### src/rtl/core/mfalu_pkg.sv
// ----------------------------------------------------------------------------
// mfalu_pkg
// Shared types, codes and the microcode store of the mixed fraction ALU.
// ----------------------------------------------------------------------------
package mfalu_pkg;

  localparam int WORD_WIDTH_DEFAULT = 32;
  localparam int PC_W = 7;

  typedef logic [PC_W-1:0] pc_t;
  typedef logic [3:0] uop_t;
  typedef logic [3:0] src_t;
  typedef logic [2:0] dst_t;
  typedef logic [2:0] opcode_t;

  localparam opcode_t OP_ADD     = 3'd0;
  localparam opcode_t OP_SUB     = 3'd1;
  localparam opcode_t OP_MUL     = 3'd2;
  localparam opcode_t OP_DIV     = 3'd3;
  localparam opcode_t OP_LESS    = 3'd4;
  localparam opcode_t OP_GREATER = 3'd5;
  localparam opcode_t OP_EQUAL   = 3'd6;
  localparam opcode_t OP_REDUCE  = 3'd7;

  localparam uop_t U_END    = 4'd0;
  localparam uop_t U_ADD    = 4'd1;
  localparam uop_t U_SUB    = 4'd2;
  localparam uop_t U_MUL    = 4'd3;
  localparam uop_t U_DIV    = 4'd4;
  localparam uop_t U_LT     = 4'd5;
  localparam uop_t U_EQ     = 4'd6;
  localparam uop_t U_SETBAD = 4'd7;
  localparam uop_t U_BZ     = 4'd8;
  localparam uop_t U_BNZ    = 4'd9;
  localparam uop_t U_BLT    = 4'd10;
  localparam uop_t U_JMP    = 4'd11;

  localparam src_t S_LI   = 4'd0;
  localparam src_t S_LN   = 4'd1;
  localparam src_t S_LD   = 4'd2;
  localparam src_t S_RI   = 4'd3;
  localparam src_t S_RN   = 4'd4;
  localparam src_t S_RD   = 4'd5;
  localparam src_t S_T0   = 4'd6;
  localparam src_t S_T1   = 4'd7;
  localparam src_t S_T2   = 4'd8;
  localparam src_t S_T3   = 4'd9;
  localparam src_t S_Q    = 4'd10;
  localparam src_t S_R    = 4'd11;
  localparam src_t S_ZERO = 4'd12;
  localparam src_t S_ONE  = 4'd13;

  localparam dst_t D_T0   = 3'd0;
  localparam dst_t D_T1   = 3'd1;
  localparam dst_t D_T2   = 3'd2;
  localparam dst_t D_T3   = 3'd3;
  localparam dst_t D_OINT = 3'd4;
  localparam dst_t D_ONUM = 3'd5;
  localparam dst_t D_ODEN = 3'd6;
  localparam dst_t D_NONE = 3'd7;

  localparam pc_t ENT_NORM    = 7'd0;
  localparam pc_t ENT_ADD     = 7'd5;
  localparam pc_t ADD_BAD     = 7'd11;
  localparam pc_t ENT_SUB     = 7'd15;
  localparam pc_t ENT_MUL     = 7'd22;
  localparam pc_t ENT_DIV     = 7'd32;
  localparam pc_t ENT_LESS    = 7'd42;
  localparam pc_t ENT_GREATER = 7'd50;
  localparam pc_t ENT_EQUAL   = 7'd58;
  localparam pc_t ENT_REDUCE  = 7'd66;
  localparam pc_t RED_SWAP    = 7'd73;
  localparam pc_t RED_TEST    = 7'd75;
  localparam pc_t RED_LOOP    = 7'd76;
  localparam pc_t RED_END     = 7'd84;

  typedef struct packed {
    uop_t uop;
    src_t a;
    src_t b;
    dst_t dst;
    pc_t  target;
  } ucode_t;

  typedef struct packed {
    logic   load;
    logic   issue;
    ucode_t word;
  } dp_ctrl_t;

  typedef struct packed {
    logic done;
    logic a_zero;
    logic a_lt_b;
  } dp_stat_t;

  function automatic ucode_t mk(input uop_t uop, input src_t a, input src_t b,
                                input dst_t dst, input pc_t target);
    ucode_t u;
    u.uop = uop;
    u.a = a;
    u.b = b;
    u.dst = dst;
    u.target = target;
    return u;
  endfunction

  function automatic pc_t entry(input opcode_t op);
    pc_t p;
    unique case (op)
      OP_ADD:     p = ENT_ADD;
      OP_SUB:     p = ENT_SUB;
      OP_MUL:     p = ENT_MUL;
      OP_DIV:     p = ENT_DIV;
      OP_LESS:    p = ENT_LESS;
      OP_GREATER: p = ENT_GREATER;
      OP_EQUAL:   p = ENT_EQUAL;
      default:    p = ENT_REDUCE;
    endcase
    return p;
  endfunction

  function automatic ucode_t ucode(input pc_t pc);
    ucode_t u;
    u = mk(U_END, S_ZERO, S_ZERO, D_NONE, ENT_NORM);
    unique case (pc)
      7'd0:  u = mk(U_DIV, S_T1, S_T2, D_NONE, ENT_NORM);
      7'd1:  u = mk(U_ADD, S_T0, S_Q, D_OINT, ENT_NORM);
      7'd2:  u = mk(U_ADD, S_R, S_ZERO, D_ONUM, ENT_NORM);
      7'd3:  u = mk(U_ADD, S_T2, S_ZERO, D_ODEN, ENT_NORM);
      7'd5:  u = mk(U_MUL, S_LN, S_RD, D_T0, ENT_NORM);
      7'd6:  u = mk(U_MUL, S_RN, S_LD, D_T1, ENT_NORM);
      7'd7:  u = mk(U_ADD, S_T0, S_T1, D_T1, ENT_NORM);
      7'd8:  u = mk(U_MUL, S_LD, S_RD, D_T2, ENT_NORM);
      7'd9:  u = mk(U_ADD, S_LI, S_RI, D_T0, ENT_NORM);
      7'd10: u = mk(U_BNZ, S_T2, S_ZERO, D_NONE, ENT_NORM);
      7'd11: u = mk(U_SETBAD, S_ZERO, S_ZERO, D_NONE, ENT_NORM);
      7'd12: u = mk(U_ADD, S_T0, S_ZERO, D_OINT, ENT_NORM);
      7'd13: u = mk(U_ADD, S_T1, S_ZERO, D_ONUM, ENT_NORM);
      7'd15: u = mk(U_MUL, S_LN, S_RD, D_T0, ENT_NORM);
      7'd16: u = mk(U_MUL, S_RN, S_LD, D_T1, ENT_NORM);
      7'd17: u = mk(U_SUB, S_T0, S_T1, D_T1, ENT_NORM);
      7'd18: u = mk(U_MUL, S_LD, S_RD, D_T2, ENT_NORM);
      7'd19: u = mk(U_SUB, S_LI, S_RI, D_T0, ENT_NORM);
      7'd20: u = mk(U_BNZ, S_T2, S_ZERO, D_NONE, ENT_NORM);
      7'd21: u = mk(U_JMP, S_ZERO, S_ZERO, D_NONE, ADD_BAD);
      7'd22: u = mk(U_MUL, S_LI, S_LD, D_T0, ENT_NORM);
      7'd23: u = mk(U_ADD, S_T0, S_LN, D_T0, ENT_NORM);
      7'd24: u = mk(U_MUL, S_RI, S_RD, D_T1, ENT_NORM);
      7'd25: u = mk(U_ADD, S_T1, S_RN, D_T1, ENT_NORM);
      7'd26: u = mk(U_MUL, S_T0, S_T1, D_T1, ENT_NORM);
      7'd27: u = mk(U_MUL, S_LD, S_RD, D_T2, ENT_NORM);
      7'd28: u = mk(U_ADD, S_ZERO, S_ZERO, D_T0, ENT_NORM);
      7'd29: u = mk(U_BNZ, S_T2, S_ZERO, D_NONE, ENT_NORM);
      7'd30: u = mk(U_ADD, S_ONE, S_ZERO, D_T2, ENT_NORM);
      7'd31: u = mk(U_JMP, S_ZERO, S_ZERO, D_NONE, ENT_NORM);
      7'd32: u = mk(U_MUL, S_LI, S_LD, D_T0, ENT_NORM);
      7'd33: u = mk(U_ADD, S_T0, S_LN, D_T0, ENT_NORM);
      7'd34: u = mk(U_MUL, S_RI, S_RD, D_T1, ENT_NORM);
      7'd35: u = mk(U_ADD, S_T1, S_RN, D_T1, ENT_NORM);
      7'd36: u = mk(U_MUL, S_LD, S_T1, D_T2, ENT_NORM);
      7'd37: u = mk(U_MUL, S_T0, S_RD, D_T1, ENT_NORM);
      7'd38: u = mk(U_ADD, S_ZERO, S_ZERO, D_T0, ENT_NORM);
      7'd39: u = mk(U_BNZ, S_T2, S_ZERO, D_NONE, ENT_NORM);
      7'd40: u = mk(U_ADD, S_ONE, S_ZERO, D_T2, ENT_NORM);
      7'd41: u = mk(U_JMP, S_ZERO, S_ZERO, D_NONE, ENT_NORM);
      7'd42: u = mk(U_MUL, S_LI, S_LD, D_T0, ENT_NORM);
      7'd43: u = mk(U_ADD, S_T0, S_LN, D_T0, ENT_NORM);
      7'd44: u = mk(U_MUL, S_RI, S_RD, D_T1, ENT_NORM);
      7'd45: u = mk(U_ADD, S_T1, S_RN, D_T1, ENT_NORM);
      7'd46: u = mk(U_MUL, S_T0, S_RD, D_T2, ENT_NORM);
      7'd47: u = mk(U_MUL, S_T1, S_LD, D_T3, ENT_NORM);
      7'd48: u = mk(U_LT, S_T2, S_T3, D_NONE, ENT_NORM);
      7'd50: u = mk(U_MUL, S_LI, S_LD, D_T0, ENT_NORM);
      7'd51: u = mk(U_ADD, S_T0, S_LN, D_T0, ENT_NORM);
      7'd52: u = mk(U_MUL, S_RI, S_RD, D_T1, ENT_NORM);
      7'd53: u = mk(U_ADD, S_T1, S_RN, D_T1, ENT_NORM);
      7'd54: u = mk(U_MUL, S_T0, S_RD, D_T2, ENT_NORM);
      7'd55: u = mk(U_MUL, S_T1, S_LD, D_T3, ENT_NORM);
      7'd56: u = mk(U_LT, S_T3, S_T2, D_NONE, ENT_NORM);
      7'd58: u = mk(U_MUL, S_LI, S_LD, D_T0, ENT_NORM);
      7'd59: u = mk(U_ADD, S_T0, S_LN, D_T0, ENT_NORM);
      7'd60: u = mk(U_MUL, S_RI, S_RD, D_T1, ENT_NORM);
      7'd61: u = mk(U_ADD, S_T1, S_RN, D_T1, ENT_NORM);
      7'd62: u = mk(U_MUL, S_T0, S_RD, D_T2, ENT_NORM);
      7'd63: u = mk(U_MUL, S_T1, S_LD, D_T3, ENT_NORM);
      7'd64: u = mk(U_EQ, S_T2, S_T3, D_NONE, ENT_NORM);
      7'd66: u = mk(U_ADD, S_LI, S_ZERO, D_OINT, ENT_NORM);
      7'd67: u = mk(U_ADD, S_LN, S_ZERO, D_ONUM, ENT_NORM);
      7'd68: u = mk(U_ADD, S_LD, S_ZERO, D_ODEN, ENT_NORM);
      7'd69: u = mk(U_BLT, S_LD, S_LN, D_NONE, RED_SWAP);
      7'd70: u = mk(U_ADD, S_LD, S_ZERO, D_T0, ENT_NORM);
      7'd71: u = mk(U_ADD, S_LN, S_ZERO, D_T1, ENT_NORM);
      7'd72: u = mk(U_JMP, S_ZERO, S_ZERO, D_NONE, RED_TEST);
      7'd73: u = mk(U_ADD, S_LN, S_ZERO, D_T0, ENT_NORM);
      7'd74: u = mk(U_ADD, S_LD, S_ZERO, D_T1, ENT_NORM);
      7'd75: u = mk(U_BZ, S_T1, S_ZERO, D_NONE, RED_END);
      7'd76: u = mk(U_DIV, S_T0, S_T1, D_NONE, ENT_NORM);
      7'd77: u = mk(U_ADD, S_T1, S_ZERO, D_T0, ENT_NORM);
      7'd78: u = mk(U_ADD, S_R, S_ZERO, D_T1, ENT_NORM);
      7'd79: u = mk(U_BNZ, S_R, S_ZERO, D_NONE, RED_LOOP);
      7'd80: u = mk(U_DIV, S_LN, S_T0, D_NONE, ENT_NORM);
      7'd81: u = mk(U_ADD, S_Q, S_ZERO, D_ONUM, ENT_NORM);
      7'd82: u = mk(U_DIV, S_LD, S_T0, D_NONE, ENT_NORM);
      7'd83: u = mk(U_ADD, S_Q, S_ZERO, D_ODEN, ENT_NORM);
      default: u = mk(U_END, S_ZERO, S_ZERO, D_NONE, ENT_NORM);
    endcase
    return u;
  endfunction

endpackage

### src/rtl/core/mfalu_ctrl.sv
// ----------------------------------------------------------------------------
// mfalu_ctrl
// Microcoded sequencer: steps through the program of each operation.
// ----------------------------------------------------------------------------
module mfalu_ctrl (
  input  logic                clk,
  input  logic                rst,
  input  logic                in_valid,
  output logic                in_ready,
  input  mfalu_pkg::opcode_t  operation,
  output logic                out_valid,
  input  logic                out_ready,
  output mfalu_pkg::dp_ctrl_t ctl,
  input  mfalu_pkg::dp_stat_t stat
);
  import mfalu_pkg::*;

  localparam logic [1:0] ST_IDLE = 2'd0;
  localparam logic [1:0] ST_RUN  = 2'd1;
  localparam logic [1:0] ST_WAIT = 2'd2;
  localparam logic [1:0] ST_DONE = 2'd3;

  logic [1:0] state;
  logic [1:0] state_next;
  pc_t        pc;
  pc_t        pc_next;
  ucode_t     word;

  always_comb begin
    word = ucode(pc);
    state_next = state;
    pc_next = pc;
    ctl.load = 1'b0;
    ctl.issue = 1'b0;
    ctl.word = word;
    in_ready = 1'b0;
    out_valid = 1'b0;
    unique case (state)
      ST_IDLE: begin
        in_ready = 1'b1;
        if (in_valid) begin
          ctl.load = 1'b1;
          pc_next = entry(operation);
          state_next = ST_RUN;
        end
      end
      ST_RUN: begin
        unique case (word.uop)
          U_END: begin
            state_next = ST_DONE;
          end
          U_MUL, U_DIV: begin
            ctl.issue = 1'b1;
            state_next = ST_WAIT;
          end
          U_BZ: begin
            pc_next = stat.a_zero ? word.target : pc + 1'b1;
          end
          U_BNZ: begin
            pc_next = stat.a_zero ? pc + 1'b1 : word.target;
          end
          U_BLT: begin
            pc_next = stat.a_lt_b ? word.target : pc + 1'b1;
          end
          U_JMP: begin
            pc_next = word.target;
          end
          default: begin
            ctl.issue = 1'b1;
            pc_next = pc + 1'b1;
          end
        endcase
      end
      ST_WAIT: begin
        if (stat.done) begin
          pc_next = pc + 1'b1;
          state_next = ST_RUN;
        end
      end
      default: begin
        out_valid = 1'b1;
        if (out_ready) begin
          state_next = ST_IDLE;
        end
      end
    endcase
  end

  always_ff @(posedge clk) begin
    if (rst) begin
      state <= ST_IDLE;
      pc <= ENT_NORM;
    end else begin
      state <= state_next;
      pc <= pc_next;
    end
  end

endmodule

### config.mk
export PLATFORM = sky130hd
export DESIGN_NAME = mfalu_ctrl
export DESIGN_NICKNAME = d
export VERILOG_FILES = /design/src/rtl/core/mfalu_pkg.sv /design/src/rtl/core/mfalu_ctrl.sv
export SDC_FILE = /design/constraint.sdc
export NUM_CORES = 1
export LEC_CHECK = 0
export BUFFER_PORTS_ARGS = -buffer_cell sky130_fd_sc_hd__buf_2
export CORE_ASPECT_RATIO = 0.9
export CORE_MARGIN = 4
export CORE_UTILIZATION = 50
export CTS_CLUSTER_SIZE = 20
export DETAILED_ROUTE_END_ITERATION = 8
export GPL_ROUTABILITY_DRIVEN = 0
export PLACE_DENSITY = 0.74
export SETUP_SLACK_MARGIN = 0.2
export SLEW_MARGIN = 10
export SYNTH_ARGS = -nofsm -noshare
export SYNTH_HDL_FRONTEND = slang
export SYNTH_SLANG_ARGS = --single-unit
### constraint.sdc
create_clock -name clk -period 3.3 [get_ports clk]
set_input_delay 0.165 -clock clk [delete_from_list [all_inputs] [get_ports clk]]
set_output_delay 0.165 -clock clk [all_outputs]
set_load 0.03 [all_outputs]
==> results by group <==
STA
  – Tcrit/Tclk final: 101%
  – Final Critical Period: between 3000 and 4000 ps
  – Final setup fails: 1
  – Final Hold Viols: 0
  – Max-Slew Margin vs Limit: roughly 65%
  – Setup WS post-layout: -17.1 ps
  – Achievable clock frequency: approximately 300 MHz
  – Final Slew Violations: 0
  – Skew final: 10.3 ps
  – Worst slew pin tran: roughly 520 ps
  – WHS: 235 ps

Power
  – Final Power: around 5200 uW
  – Power Density: 1190 nW/um2
  – Peak VDD IR: ~0.47 mV
  – Leakage: 0.00181 uW

Worst setup path
  – Setup crit end kind: register
  – Startpoint Class: register
  – Crit path arrival time: 3490 ps
  – Critical path class: reg -> reg
  – Req. time, crit path: 3470 ps
  – Crit Path Max Fanout: 8

Global route
  – Vias in the first global route: 3870
  – GRT overflow: 0
  – First-pass GRT wire length: 20000 um
  – GR Util met1: 41.7%
  – Met2 GRT Util: 44.3%
  – Largest net degree at the start of global routing: 17
  – GRT Resource Usage Total: 31.0%
  – GRT met3 Usage: 10.7%
  – GR peak layer: met2
  – Initial antenna violation count: 0

Hold path
  – Hold WC Path Type: in -> reg

Logic synthesis
  – Syn Area/Cell: 7.32 um2
  – Ys flop type: dfxtp_1
  – Synth cell types: between 80 and 90
  – Yosys reg bits: 30
  – Cell area after synthesis: 3460 um2
  – Yosys warnings: 0
  – Post-Syn Nets: 499
  – Register area share after synthesis: around 17%
  – EDFF count, synth: 0
  – Mapped Cells: approximately 470
  – Synth async-reset ratio: 0%

Route
  – Starting DRT DRC Count: slightly above 1000
  – Detailed-route wire length: 14200 um
  – Post-route ant nets: 0
  – Vias: 4563
  – Wirelength per Cell: 22.6 um
  – Drt first pass iters: 9
  – DRC Markers: 33
  – Via/cell ratio: 7.23

Clock network
  – CTS buffer count: 5
  – Total number of H-tree levels: 2
  – CTS tree: done
  – TritonCTS Sinks: 30
  – Reg clk slew, reported paths: 70 ps
  – Clock Latency Late Sink: around 300 ps
  – Clock tree buffer depth: 2
  – CTS root buf: clkbuf_8

Layout
  – Synth-to-layout area growth: 27.4%
  – Most frequent cells in the layout: buf_4 (65), nand2_1 (46), a21oi_1 (39), nor2_1 (37), buf_2 (34)
  – Post-Layout Cell Count: 631
  – Number of diodes: 0
  – Final nets: 567
  – Most common cell after layout, fill and taps aside: buf_4
  – Share of layout cells above drive strength 1: 32.9%

Outcome
  – Run status: complete, but fails checks
  – Failing checks: design-rule violations, negative setup slack

Die
  – Io pins: 36
  – Die width: 95.6 um
  – Initial Util: 51.9%
  – Core area: 6660 um2
  – Die height: 86.9 um
  – Full die area: 8310 um2
  – # rows: 28

Placement
  – Inst Count DP: 599
  – IO Port Bufs: 34
  – Post-DP HPWL: 9260 um

Run
  – Max Cap Viol: 0
## where the power goes
| part | total (uW) | internal (uW) | switching, uW |
|---|---|---|---|
| clock network | 342 | 168 | 174 |
| logic | 4190 | 1610 | 2580 |
| registers | 689 | 524 | 166 |
| total | 5220 | 2300 | 2920 |
## path summary, 6_finish.rpt
| path | startpoint | end | slack [ps] | cells after the start |
|---|---|---|---|---|
| setup / recovery | state[0] | word[10] | -20 | 13 |
| hold / removal | rst | state[1] | 230 | 2 |
| setup reg to reg | state[0] | word[10] | -20 | 13 |
| hold reg to reg | state[1] | state[1] | 560 | 2 |
## cell type report
type / instances / area [um2]
clock buffers: 6 / 82.6
clock inverters: 2 / 12.5
fillers: 515 / 2250
inverters: 22 / 105
multi-input cells: 381 / 2810
flip-flops and latches: 30 / 613
well taps: 90 / 113
repair buffers: 100 / 669
## synthesized netlist by cell type, types with 8 or more instances
master	instances	area, um2
ha_1	17	213
nor2_1	42	158
o21ai_0	28	140
a21oi_1	39	195
o211ai_1	9	67.6
a31oi_1	10	62.6
nand3_1	16	80.1
o21a_1	8	60.1
nor3_1	12	60.1
mux2i_1	8	80.1
buf_2	14	70.1
inv_1	17	63.8
dfxtp_1	30	601
nand2_1	50	188
clkbuf_1	16	60.1
## state kept, by name (all words and copies together) (netlist names)
register / flops
word: 21
state: 2
pc: 7
## per-layer routing
metal	routed length [um]	share of wire [%]
met1	5240	37
met2	5660	40
met3	2410	17
met4	929	6.5
met5	0	0
## stage by stage
stage	cell area (um2)	setup TNS, ps	setup slack, ps	utilization, %
global route	4400	-110	-110	66.1
CTS	4020	0	201	60.4
detailed placement	3880	0	60.9	58.3
finish	4400	-17.1	-17.1	66.1
global placement	3880	0	119	58.3
floorplan	3520	0	200	-
## cell families (layout without fill, tap and decap cells)
family                     after synthesis  count (layout)  synth area share [%]
other                                    1               1                 0.109
buffers and inverters                   61             130                  8.98
DFF                                     30              30                  17.4
and+or+nand+nor                        170             170                  24.4
muxes                                   10              10                  3.40
adders and majority gates               17              17                  6.15
AOI/OAI and AO/OA                      175             175                  37.5
xor gates and xnor gates                 8               8                  2.03
## worst max-delay path, stage by stage, from the launching register on
cell       delay [ps]
dfxtp_4           380
inv_2              60
ha_2              200
nor2b_4           140
or3_4             410
buf_4             190
a2111oi_4         280
a211oi_2          150
nand2_2           230
buf_4             220
xnor2_1           100
o21ai_0           320
a211oi_2          170
or3_1             340
## timing repair
action | CTS | global route
buffers inserted | 4 | 20
gates cloned | 0 | 0
hold endpoints to repair | 0 | 0
pin swaps | 2 | 14
setup endpoints to repair | 10 | 19
resized for setup | 4 | 54
hold buffers | 0 | 0
No activity file was read; power rests on OpenSTA's default activity.
